--- config.mk ---
export PLATFORM = sky130hd
export DESIGN_NAME = ymodem_crc_block_receiver
export DESIGN_NICKNAME = d
export VERILOG_FILES = /design/src/ymcrc_pkg.sv /design/src/ymodem_crc_block_receiver.sv /design/src/ymcrc_engine.sv /design/src/ymcrc_queue.sv
export VERILOG_INCLUDE_DIRS = /design/src /design/src/src
export SDC_FILE = /design/constraint.sdc
export NUM_CORES = 1
export LEC_CHECK = 0
export BUFFER_PORTS_ARGS = -buffer_cell sky130_fd_sc_hd__buf_2
export CAP_MARGIN = 30
export CORE_MARGIN = 3
export CORE_UTILIZATION = 40
export DETAILED_ROUTE_END_ITERATION = 6
export SLEW_MARGIN = 20
export SYNTH_ARGS = -nofsm -noshare
export SYNTH_HDL_FRONTEND = slang
export SYNTH_SLANG_ARGS = --single-unit
export TNS_END_PERCENT = 10
--- constraint.sdc ---
create_clock -name clk -period 9.78 [get_ports clk]
set_clock_uncertainty 0.1 [all_clocks]
set_input_delay 1.956 -clock clk [delete_from_list [all_inputs] [get_ports clk]]
set_output_delay 1.956 -clock clk [all_outputs]
set_load 0.01 [all_outputs]
--- src/assert_macros.svh ---
// assertion macros shared by the receiver modules
// no dependencies
`ifndef ASSERT_MACROS_SVH
`define ASSERT_MACROS_SVH
// assert that a implies b at each clock edge, outside reset
`define ASSERT_IMPL(label, a, b) \
  label: assert property (@(posedge clk) disable iff (rst) (a) |-> (b)) \
    else $error("assertion failed");
// assert that a implies b at the next edge, outside reset
`define ASSERT_NEXT(label, a, b) \
  label: assert property (@(posedge clk) disable iff (rst) (a) |=> (b)) \
    else $error("assertion failed");
`endif

--- src/ymcrc_pkg.sv ---
// shared types and constants of the ymodem crc receiver
// no dependencies
package ymcrc_pkg;
  localparam logic [1:0] REQ_START = 2'd0;
  localparam logic [1:0] REQ_BYTE = 2'd1;
  localparam logic [1:0] REQ_TIMEOUT = 2'd2;
  localparam logic [1:0] REQ_NONE = 2'd3;
  localparam logic [1:0] CFG_BASE = 2'd0;
  localparam logic [1:0] CFG_SIZE = 2'd1;
  localparam logic [1:0] CFG_RETRY = 2'd2;
  localparam logic [7:0] CH_SOH = 8'h01;
  localparam logic [7:0] CH_STX = 8'h02;
  localparam logic [7:0] CH_EOT = 8'h04;
  localparam logic [7:0] CH_ACK = 8'h06;
  localparam logic [7:0] CH_NAK = 8'h15;
  localparam logic [7:0] CH_CAN = 8'h18;
  localparam logic [7:0] CH_REQ = 8'h43;
  localparam logic [1:0] ST_RUN = 2'd0;
  localparam logic [1:0] ST_DONE = 2'd1;
  localparam logic [1:0] ST_TIMEOUT = 2'd2;
  localparam logic [1:0] ST_CANCEL = 2'd3;

  typedef struct packed {
    logic        tx_valid;
    logic [7:0]  tx_byte;
    logic        wr_valid;
    logic [31:0] wr_addr;
    logic [7:0]  wr_data;
    logic        done_res;
    logic [1:0]  status;
    logic [20:0] saved_bytes;
    logic        last;
  } result_t;

  function automatic logic [15:0] crc_byte(input logic [15:0] crc, input logic [7:0] b);
    logic [15:0] c;
    c = crc ^ {b, 8'h00};
    for (int k = 0; k < 8; k++) begin
      c = c[15] ? ((c << 1) ^ 16'h1021) : (c << 1);
    end
    return c;
  endfunction
endpackage

--- src/ymodem_crc_block_receiver.sv ---
// channel | dir | tdata (low bit up)                            | tuser (low bit up)
// s_axis  | in  | rx_byte[7:0]                                  | req_type[1:0]
// m_axis  | out | tx_byte[7:0], wr_addr[39:8], wr_data[47:40],  | tx_valid, wr_valid,
//         |     | status[49:48], saved_bytes[70:50], pad to 72  | done_res; tlast = last
// cfg     | in  | cfg_we, cfg_index, cfg_data                   | -
// one event per cycle while tready is high; the protocol engine updates state in the beat it accepts
// results sit in a four-entry queue; an event is accepted while two slots are free
// a result can leave the cycle after its event; the result side drains one per cycle while m_axis_tready is high
// rst is synchronous and clears control
// top level; depends on ymcrc_pkg, ymcrc_engine, ymcrc_queue
module ymodem_crc_block_receiver
  import ymcrc_pkg::*;
#(
  parameter int LONG_BLOCK_BYTES = 1024,
  parameter int SHORT_BLOCK_BYTES = 128
) (
  input  logic        clk,
  input  logic        rst,
  input  logic        cfg_we,
  input  logic [1:0]  cfg_index,
  input  logic [31:0] cfg_data,
  input  logic        s_axis_tvalid,
  output logic        s_axis_tready,
  input  logic [7:0]  s_axis_tdata,  // rx_byte
  input  logic [1:0]  s_axis_tuser,  // req_type
  output logic        m_axis_tvalid,
  input  logic        m_axis_tready,
  output logic [71:0] m_axis_tdata,  // tx_byte, wr_addr, wr_data, status, saved_bytes
  output logic [2:0]  m_axis_tuser,  // tx_valid, wr_valid, done_res
  output logic        m_axis_tlast
);
  logic       in_go;
  logic [1:0] res_count;
  result_t    res0, res1, q_out;
  logic       room2;

  assign s_axis_tready = room2;
  assign in_go = s_axis_tvalid && s_axis_tready;

  ymcrc_engine #(
    .LONG_BLOCK_BYTES(LONG_BLOCK_BYTES),
    .SHORT_BLOCK_BYTES(SHORT_BLOCK_BYTES)
  ) u_engine (
    .clk(clk), .rst(rst), .cfg_we(cfg_we), .cfg_index(cfg_index), .cfg_data(cfg_data),
    .in_go(in_go), .req_type(s_axis_tuser), .rx_byte(s_axis_tdata),
    .res_count(res_count), .res0(res0), .res1(res1)
  );

  ymcrc_queue u_queue (
    .clk(clk), .rst(rst), .push(in_go), .push_count(res_count),
    .push0(res0), .push1(res1), .room2(room2),
    .out_valid(m_axis_tvalid), .out_ready(m_axis_tready), .out_data(q_out)
  );

  assign m_axis_tdata = {1'b0, q_out.saved_bytes, q_out.status, q_out.wr_data,
                         q_out.wr_addr, q_out.tx_byte};
  assign m_axis_tuser = {q_out.done_res, q_out.wr_valid, q_out.tx_valid};
  assign m_axis_tlast = q_out.last;
endmodule

--- src/ymcrc_engine.sv ---
// front part: protocol state and per-event classification into results
// depends on ymcrc_pkg and assert_macros.svh
module ymcrc_engine
  import ymcrc_pkg::*;
#(
  parameter int LONG_BLOCK_BYTES = 1024,
  parameter int SHORT_BLOCK_BYTES = 128
) (
  input  logic        clk,
  input  logic        rst,
  input  logic        cfg_we,
  input  logic [1:0]  cfg_index,
  input  logic [31:0] cfg_data,
  input  logic        in_go,
  input  logic [1:0]  req_type,
  input  logic [7:0]  rx_byte,
  output logic [1:0]  res_count,
  output result_t     res0,
  output result_t     res1
);
  localparam logic [10:0] LONG_END = 11'(LONG_BLOCK_BYTES + 2);
  localparam logic [10:0] SHORT_END = 11'(SHORT_BLOCK_BYTES + 2);
  localparam logic [20:0] LONG_LEN = 21'(LONG_BLOCK_BYTES);
  localparam logic [20:0] SHORT_LEN = 21'(SHORT_BLOCK_BYTES);

  typedef enum logic [1:0] {PH_DONE, PH_WAIT, PH_PACKET} phase_t;

  logic [31:0] base_addr;
  logic [20:0] size_limit;
  logic [3:0]  retry_limit;
  phase_t      phase, phase_next;
  logic [10:0] byte_index, byte_index_next;
  logic        long_packet, long_packet_next;
  logic [7:0]  block_number, block_number_next;
  logic        header_ok, header_ok_next;
  logic [15:0] running_crc, running_crc_next;
  logic [7:0]  received_crc, received_crc_next;
  logic [7:0]  expected_block, expected_block_next;
  logic [20:0] committed_offset, committed_offset_next;
  logic [3:0]  timeout_count, timeout_count_next;

  logic [10:0] pkt_end;
  logic [20:0] pkt_len, pos, room;
  logic [15:0] rx_crc;

  always_comb begin
    result_t r0, r1;
    phase_next = phase;
    byte_index_next = byte_index;
    long_packet_next = long_packet;
    block_number_next = block_number;
    header_ok_next = header_ok;
    running_crc_next = running_crc;
    received_crc_next = received_crc;
    expected_block_next = expected_block;
    committed_offset_next = committed_offset;
    timeout_count_next = timeout_count;
    res_count = 2'd0;
    r0 = '0;
    r1 = '0;
    pkt_end = long_packet ? LONG_END : SHORT_END;
    pkt_len = long_packet ? LONG_LEN : SHORT_LEN;
    pos = committed_offset + 21'(byte_index) - 21'd2;
    room = size_limit - committed_offset;
    rx_crc = {received_crc, rx_byte};
    if (req_type == REQ_START) begin
      committed_offset_next = '0;
      expected_block_next = 8'd1;
      timeout_count_next = '0;
      byte_index_next = '0;
      phase_next = PH_WAIT;
      r0.tx_valid = 1'b1;
      r0.tx_byte = CH_REQ;
      res_count = 2'd1;
    end else if (req_type == REQ_NONE || phase == PH_DONE) begin
      res_count = 2'd0;
    end else if (req_type == REQ_TIMEOUT) begin
      res_count = 2'd1;
      if (phase == PH_PACKET) begin
        phase_next = PH_WAIT;
        r0.tx_valid = 1'b1;
        r0.tx_byte = CH_NAK;
      end else if ({1'b0, timeout_count} + 5'd1 > {1'b0, retry_limit}) begin
        phase_next = PH_DONE;
        r0.done_res = 1'b1;
        r0.status = ST_TIMEOUT;
      end else begin
        timeout_count_next = timeout_count + 4'd1;
        r0.tx_valid = 1'b1;
        r0.tx_byte = CH_REQ;
      end
    end else if (phase == PH_WAIT) begin
      timeout_count_next = '0;
      if (rx_byte == CH_SOH || rx_byte == CH_STX) begin
        phase_next = PH_PACKET;
        long_packet_next = (rx_byte == CH_STX);
        byte_index_next = '0;
        running_crc_next = '0;
        received_crc_next = '0;
        header_ok_next = 1'b0;
      end else if (rx_byte == CH_EOT) begin
        phase_next = PH_DONE;
        r0.tx_valid = 1'b1;
        r0.tx_byte = CH_NAK;
        r1.tx_valid = 1'b1;
        r1.tx_byte = CH_ACK;
        r1.done_res = 1'b1;
        r1.status = ST_DONE;
        res_count = 2'd2;
      end else if (rx_byte == CH_CAN) begin
        phase_next = PH_DONE;
        r0.done_res = 1'b1;
        r0.status = ST_CANCEL;
        res_count = 2'd1;
      end
    end else begin
      byte_index_next = byte_index + 11'd1;
      if (byte_index == 11'd0) begin
        block_number_next = rx_byte;
      end else if (byte_index == 11'd1) begin
        header_ok_next = (8'(block_number + rx_byte) == 8'hFF);
      end else if (byte_index < pkt_end) begin
        running_crc_next = crc_byte(running_crc, rx_byte);
        if (header_ok && block_number == expected_block && pos < size_limit) begin
          r0.wr_valid = 1'b1;
          r0.wr_addr = base_addr + 32'(pos);
          r0.wr_data = rx_byte;
          res_count = 2'd1;
        end
      end else if (byte_index == pkt_end) begin
        received_crc_next = rx_byte;
      end else begin
        phase_next = PH_WAIT;
        res_count = 2'd1;
        r0.tx_valid = 1'b1;
        if (!header_ok || rx_crc != running_crc) begin
          r0.tx_byte = CH_NAK;
        end else begin
          r0.tx_byte = CH_ACK;
          if (block_number == expected_block) begin
            if (committed_offset < size_limit) begin
              committed_offset_next = committed_offset + ((room < pkt_len) ? room : pkt_len);
            end
            expected_block_next = expected_block + 8'd1;
          end
        end
      end
    end
    r0.saved_bytes = committed_offset_next;
    r1.saved_bytes = committed_offset_next;
    r0.last = (res_count == 2'd1);
    r1.last = 1'b1;
    res0 = r0;
    res1 = r1;
  end

  always_ff @(posedge clk) begin
    if (rst) begin
      base_addr <= 32'h2000_0000;
      size_limit <= 21'd4096;
      retry_limit <= 4'd10;
      phase <= PH_DONE;
      byte_index <= '0;
      long_packet <= 1'b0;
      block_number <= '0;
      header_ok <= 1'b0;
      running_crc <= '0;
      received_crc <= '0;
      expected_block <= 8'd1;
      committed_offset <= '0;
      timeout_count <= '0;
    end else begin
      if (cfg_we) begin
        case (cfg_index)
          CFG_BASE: base_addr <= cfg_data;
          CFG_SIZE: size_limit <= cfg_data[20:0];
          CFG_RETRY: retry_limit <= cfg_data[3:0];
          default: ;
        endcase
      end
      if (in_go) begin
        phase <= phase_next;
        byte_index <= byte_index_next;
        long_packet <= long_packet_next;
        block_number <= block_number_next;
        header_ok <= header_ok_next;
        running_crc <= running_crc_next;
        received_crc <= received_crc_next;
        expected_block <= expected_block_next;
        committed_offset <= committed_offset_next;
        timeout_count <= timeout_count_next;
      end
    end
  end

  `include "assert_macros.svh"
  `ASSERT_IMPL(a_two_only_eot, res_count == 2'd2, phase == PH_WAIT)
  `ASSERT_NEXT(a_start_waits, in_go && req_type == REQ_START, phase == PH_WAIT)
  `ASSERT_IMPL(a_offset_cap, committed_offset > size_limit, $stable(committed_offset))
endmodule

--- src/ymcrc_queue.sv ---
// back part: four-result queue that drains one a beat while out_ready is high
// depends on ymcrc_pkg and assert_macros.svh
module ymcrc_queue
  import ymcrc_pkg::*;
(
  input  logic       clk,
  input  logic       rst,
  input  logic       push,
  input  logic [1:0] push_count,
  input  result_t    push0,
  input  result_t    push1,
  output logic       room2,
  output logic       out_valid,
  input  logic       out_ready,
  output result_t    out_data
);
  result_t     mem [4];
  logic [1:0]  rd_ptr, wr_ptr;
  logic [2:0]  count, count_next;
  logic        pop;

  assign pop = out_valid && out_ready;
  assign out_valid = (count != 3'd0);
  assign out_data = mem[rd_ptr];
  assign room2 = (count <= 3'd2);
  assign count_next = count + (push ? {1'b0, push_count} : 3'd0) - {2'b0, pop};

  always_ff @(posedge clk) begin
    if (push && push_count != 2'd0) mem[wr_ptr] <= push0;
    if (push && push_count == 2'd2) mem[wr_ptr + 2'd1] <= push1;
  end

  always_ff @(posedge clk) begin
    if (rst) begin
      rd_ptr <= '0;
      wr_ptr <= '0;
      count <= '0;
    end else begin
      if (pop) rd_ptr <= rd_ptr + 2'd1;
      if (push) wr_ptr <= wr_ptr + push_count;
      count <= count_next;
    end
  end

  `include "assert_macros.svh"
  `ASSERT_IMPL(a_no_overflow, push, count_next <= 3'd4)
  `ASSERT_IMPL(a_room_push, push && push_count != 2'd0, room2)
endmodule

==> flow_summary.json, run 1 <==
{
  "synth_xor_area_frac": 0.05791,
  "fill_cells": 5509,
  "worst_pin_slew_ps": 978.3,
  "portBuffers": 122,
  "syn_area_um2": 23290,
  "cts_hold_buf": 0,
  "dp_hpwl_mm": 50.57,
  "status": "complete, no violations",
  "grt_pass1_vias": 18660,
  "drtIter0Drc": 1507,
  "cp.required_ps": 10000,
  "tns_ps": 0,
  "htreeDepth": 2,
  "slew_headroom": 0.3418,
  "period_minus_slack_ps": 7710,
  "hold_viol_final": 0,
  "crit_arrival_ps": 7930,
  "power_leakage_nw": 9.948,
  "num_rows": 87,
  "start_util": 0.4084,
  "clock_latency_ps": 600,
  "gp_congestion": 0.9088,
  "max_stage_delay_ps": 840,
  "ctsRootBufferMaster": "clkbuf_16",
  "yosysTopAreaCell": "dfxtp_1",
  "yosysSeqAreaShare": 0.4177,
  "cts_setup_buffers": 0,
  "die_y_um": 247.3,
  "antenna_found_initial": 1,
  "yosys.area_share.simple": 0.1706,
  "utilization": 0.4590,
  "syn_inst": 2551,
  "slew_viol_final": 0,
  "timing.final.crit_share": 0.7884,
  "clk_pin_slew_ps": 60,
  "max_freq_mhz": 129.7,
  "nets": 2816,
  "synthFlopType": "dfxtp_1",
  "synthArstFlopShare": 0,
  "syn_area_per_cell_um2": 9.131,
  "rsz0062_at_grt": "false",
  "drc": 0,
  "power_density_nw_per_um2": 169.3,
  "fp.coreArea_um2": 57040,
  "yosysMostFrequentCell": "nand2_1",
  "cts_tree": "yes",
  "multi_input_area_um2": 12590,
  "grt_usage": 0.2286,
  "drive_gt1_frac": 0.1359,
  "cp_common_cell": "ha_1",
  "postRouteAntennaNets": 0,
  "synth_top_area_share": 0.2836,
  "drv_cap": 0,
  "muxShareOfSynthArea": 0.07982,
  "cts_buffers": 48,
  "finalPower_mw": 4.433,
  "vias": 19140,
  "io_pins": 127,
  "dieWidth_um": 247.3,
  "cp-start-kind": "flop",
  "path_max_fanout": 27,
  "grt_first_pass_wirelength_mm": 108.6,
  "die_area_um2": 61160,
  "clock-sinks": 434,
  "holdCritPathClass": "reg2reg",
  "path_delay_family": "compound AO/OA/AOI/OAI gates",
  "regArea_um2": 9737,
  "via_per_inst": 5.595,
  "ys_ff_latch": 434,
  "grt_start_max_net_pins": 79,
  "wl_mm": 71.01,
  "first_pass_iters": 6,
  "ys_types": 92,
  "synth_area_leaders": "dfxtp_1 28%, edfxtp_1 13%, ha_1 7.3%",
  "synth_edf_count": 104,
  "synth_fa_ha_area_frac": 0.07821,
  "finalSetupViolCount": 0,
  "synth_top_family_by_area": "simple AND/OR/NAND/NOR gates",
  "cp_cell_sequence": "inv_1, ha_1, inv_1, ha_1, fa_1, a21o_1, a21oi_1, o21ai_0, a41o_1, o41ai_1, nor4_1, or3_1, a21oi_1, xnor2_1, ha_1, nand4_1, nand3b_1, nor2_1, o2bb2ai_1, o21ai_2, a31oi_4, inv_2, nand2_1, nor2_1",
  "post_cts_resized": 0,
  "synth_compound_gate_area_share": 0.1506,
  "areaGrowthSynthToFinish_pct": 12.41,
  "yosysWarnings": 0,
  "post_drt_wl_per_cell_um": 20.76,
  "slowest_stage": "a31oi_4",
  "synth_common_cells": "342 x nand2_1, 330 x dfxtp_1, 262 x nor2_1",
  "cts_buffer_depth": 3,
  "grt_overflow": 0,
  "cp-end-kind": "flop",
  "crit_buf_inv": 3,
  "irDropWorstVdd_mv": 0.1196,
  "worst-setup-path-type": "reg2reg"
}
[per-layer routing]
metal / vias to the layer above / GRT usage / part of all wire
met5: - / 0 / 0
met1: 9271 / 0.3238 / 0.46
met3: 127 / 0.02722 / 0.056
met2: 604 / 0.3658 / 0.46
met4: 0 / 0.07089 / 0.029
li1: 9137 / - / -
[power breakdown]
group / switching, mW / internal (mW)
clock network: 0.780 / 1.09
registers: 0.0391 / 1.86
logic: 0.393 / 0.275
total: 1.21 / 3.22
[logic make-up (layout without fill, tap and decap cells)]
kind of cell / Yosys count / count (layout)
flip-flops: 434 / 434
XOR/XNOR: 154 / 154
adder cells (fa/ha/maj): 142 / 142
multiplexers: 95 / 95
buffers and inverters: 254 / 355
AO/OA/AOI/OAI: 583 / 583
AND/OR/NAND/NOR: 888 / 888
other: 1 / 14
[final timing paths]
path,startpoint,end,slack (ps),depth (start not counted)
worst max-delay path,u_engine.byte_index[1],u_queue.mem[2][4],2070,24
worst min-delay path,u_queue.mem[3][65],u_queue.mem[3][65],340,2
worst max register to register,u_engine.byte_index[1],u_queue.mem[2][4],2070,24
worst min register to register,u_queue.mem[3][65],u_queue.mem[3][65],340,2
[per-stage QoR]
stage | area [um^2] | hold slack [ps] | std cells | setup WS, ps
after floorplan | 23340 | 310.2 | 2563 | 3865
after global placement | 24480 | 318.1 | 3326 | 2257
after detailed placement | 24490 | 329.2 | 3327 | 2169
after CTS | 26130 | 337.4 | 3416 | 2139
after global routing | 26180 | 362.9 | 3420 | 1608
final | 26180 | 336.5 | 3421 | 2070
[flip-flops by register name (all words and copies together), names as in the netlist, 8 cells and up, named ones only]
name,flops
u_engine.running_crc,16
u_engine.expected_block,8
u_engine.base_addr,32
u_engine.received_crc,8
u_engine.committed_offset,21
u_engine.byte_index,11
u_engine.size_limit,21
u_engine.block_number,8
u_queue.mem,288
[layout make-up]
class,count,area share
inverters,121,0.01739
well taps,756,0.03613
multi-input cells,1875,0.4809
clock inverters,21,0.007646
flip-flops and latches,434,0.3719
diodes,1,0.00009557
clock buffers,68,0.05491
repair buffers,145,0.03111
[cells in the final DEF (no fill, tap or decap), types with 10 or more instances in the layout]
cell type  netlist  final
a21o_1          24     24
a21oi_1        169    169
a22oi_1         22     22
and3_1          14     14
buf_2           33    122
buf_4            6     19
clkbuf_16        0     52
clkinv_2         1     13
conb_1           1     13
dfxtp_1        330    328
edfxtp_1       104    104
ha_1           136    136
inv_1          117    117
mux2i_1         17     17
mux4_2          72     72
nand2_1        342    341
nand2b_1        29     29
nand3_1         90     88
nand4_1         28     28
nor2_1         262    262
nor2b_1         14     14
nor3_1          38     38
nor4_1          12     12
o21a_1          18     18
o21ai_0        229    229
o21ai_1         12     10
or3_1           11     11
xnor2_1        108    108
xor2_1          46     46
[worst reg2reg max path: cells and delay by family (launching register included)]
family / cells / cell delay [ps]
compound gates: 9 / 3070
flops: 1 / 460
fa+ha+maj: 4 / 1300
simple gates: 7 / 1670
xor+xnor: 1 / 120
buf+inv: 3 / 710
Note: power is estimated with default switching activity, not from simulation.
==> run 2: changes to the inputs <==
==> constraint.sdc (replaced) <==
create_clock -name clk -period 7.63 [get_ports clk]
set_clock_uncertainty 0.1 [all_clocks]
set_input_delay 1.526 -clock clk [delete_from_list [all_inputs] [get_ports clk]]
set_output_delay 1.526 -clock clk [all_outputs]
set_load 0.01 [all_outputs]
==> run 2 against run 1 <==
Effect of this change:
- combinational power increased by 29%
- setup slack lost 1400 ps
- sequential share of layout area decreased by 0.27 points
- critical path depth increased by 1
- core utilization is 0.33 points higher
- register-to-register slack got worse by 1400 ps
- total power increased by 30%
- final cell count rose by 0.29%
- die area did not move
- final area increased by 0.72%
- sequential cell count is the same
- critical endpoint is now u_queue.mem[1][21]
==> flow_summary.json, run 2 (synthesized netlist as in run 1, its figures left out) <==
{
  "ctsRootBufferMaster": "clkbuf_16",
  "nets": 2825,
  "clk_pin_slew_ps": 60,
  "worstReg2RegStart": "u_engine.byte_index[1]",
  "first_pass_iters": 5,
  "dieWidth_um": 247.3,
  "grt_pass1_vias": 18460,
  "clock-sinks": 434,
  "path_max_fanout": 19,
  "antenna_found_initial": 6,
  "cts_hold_buf": 0,
  "power_leakage_nw": 10.04,
  "drv_cap": 0,
  "grt_overflow": 0,
  "grt_usage": 0.2309,
  "hold_viol_final": 0,
  "max_freq_mhz": 143.8,
  "cts_setup_buffers": 0,
  "die_area_um2": 61160,
  "largest-register": "u_queue.mem",
  "finalSetupViolCount": 0,
  "vias": 19180,
  "via_per_inst": 5.591,
  "drtIter0Drc": 1518,
  "wl_mm": 71.35,
  "drive_gt1_frac": 0.1392,
  "post_drt_wl_per_cell_um": 20.80,
  "finalPower_mw": 5.744,
  "dp_hpwl_mm": 51.85,
  "gp_congestion": 0.9332,
  "period_minus_slack_ps": 6956,
  "cts_buffer_depth": 3,
  "num_rows": 87,
  "cts_buffers": 48,
  "crit_start": "u_engine.byte_index[1]",
  "worst_pin_slew_ps": 954.5,
  "timing.final.crit_share": 0.9117,
  "grt_first_pass_wirelength_mm": 109.5,
  "io_pins": 127,
  "htreeDepth": 2,
  "drc": 0,
  "post_cts_resized": 0,
  "crit_arrival_ps": 7290,
  "die_y_um": 247.3,
  "worst-setup-path-type": "reg2reg",
  "fp.coreArea_um2": 57040,
  "rsz0062_at_grt": "false",
  "fill_cells": 5505,
  "tns_ps": 0,
  "reg.largest.list": "u_queue.mem: 288 flops, u_engine.base_addr: 32 flops",
  "cp.required_ps": 7960,
  "grt_start_max_net_pins": 86,
  "irDropWorstVdd_mv": 0.2051,
  "cp-end-kind": "flop",
  "largest_reg_flops": 288,
  "postRouteAntennaNets": 0,
  "slew_viol_final": 0,
  "areaGrowthSynthToFinish_pct": 13.23,
  "start_util": 0.4084,
  "min_from": "u_queue.mem[0][65]",
  "portBuffers": 122,
  "cts_tree": "yes",
  "status": "complete, no violations",
  "slew_headroom": 0.3636,
  "holdCritPathClass": "reg2reg",
  "cp-start-kind": "flop",
  "clock_latency_ps": 600,
  "final_common_cell": "nand2_1",
  "power_density_nw_per_um2": 217.8,
  "final_cell_mix": "341 x nand2_1, 328 x dfxtp_1, 262 x nor2_1, 229 x o21ai_0, 169 x a21oi_1"
}
run 2: worst paths after layout:
kind                              to  slack (ps)  depth (start not counted)
setup / recovery  u_queue.mem[1][21]         670                         25
hold / removal    u_queue.mem[0][65]         340                          2
setup reg to reg  u_queue.mem[1][21]         670                         25
hold reg to reg   u_queue.mem[0][65]         340                          2
run 2: layout make-up:
class | instances | area (um^2) | share of cell area
flip-flops and latches | 434 | 9737 | 0.3692
multi-input cells | 1875 | 12590 | 0.4774
clock inverters | 26 | 310.3 | 0.01177
diodes | 2 | 5.005 | 0.0001898
repair buffers | 154 | 949.7 | 0.03601
well taps | 756 | 945.9 | 0.03587
clock buffers | 63 | 1379 | 0.05228
inverters | 121 | 455.4 | 0.01727
run 2: per-layer routing:
layer | vias to the layer above | part of all wire | global-route usage
li1 | 9149 | - | -
met5 | - | 0.00038 | 0
met1 | 9340 | 0.45 | 0.3205
met2 | 580 | 0.45 | 0.3620
met3 | 111 | 0.063 | 0.04435
met4 | 4 | 0.033 | 0.07707
run 2: metrics by stage:
step | instance area (um^2) | setup WS, ps | hold slack (ps) | std cells | utilization
final | 26370 | 673.9 | 339.9 | 3431 | 0.4624
after global routing | 26370 | 140.2 | 364.5 | 3430 | 0.4623
after CTS | 26300 | 709.8 | 339.7 | 3426 | 0.4611
after detailed placement | 24610 | 744.3 | 329.8 | 3337 | 0.4315
after global placement | 24570 | 973.7 | 320.2 | 3335 | 0.4307
after floorplan | 23340 | 1715 | 310.2 | 2563 | -
run 2: report_power, final:
group / switching [mW] / total [mW] / internal [mW]
logic: 0.504 / 0.865 / 0.360
registers: 0.0463 / 2.43 / 2.38
clock network: 0.999 / 2.45 / 1.45
run 2: critical path: stages (launching register included):
cell and delay, ps:
dfxtp_1 440, inv_1 140, ha_1 290, inv_1 40, ha_1 220, fa_1 480
a21o_1 200, a21oi_1 280, o21ai_0 190, a41o_1 300, o41ai_1 660, nor4_1 80
or3_1 340, a21oi_1 180, xnor2_1 170, ha_1 300, nand4_1 170, nand3b_1 180
nor2_1 80, o2bb2ai_1 220, nor4_2 500, nor2_1 80, or2_2 310, clkinv_2 350
nand2_2 320, nor2_1 180
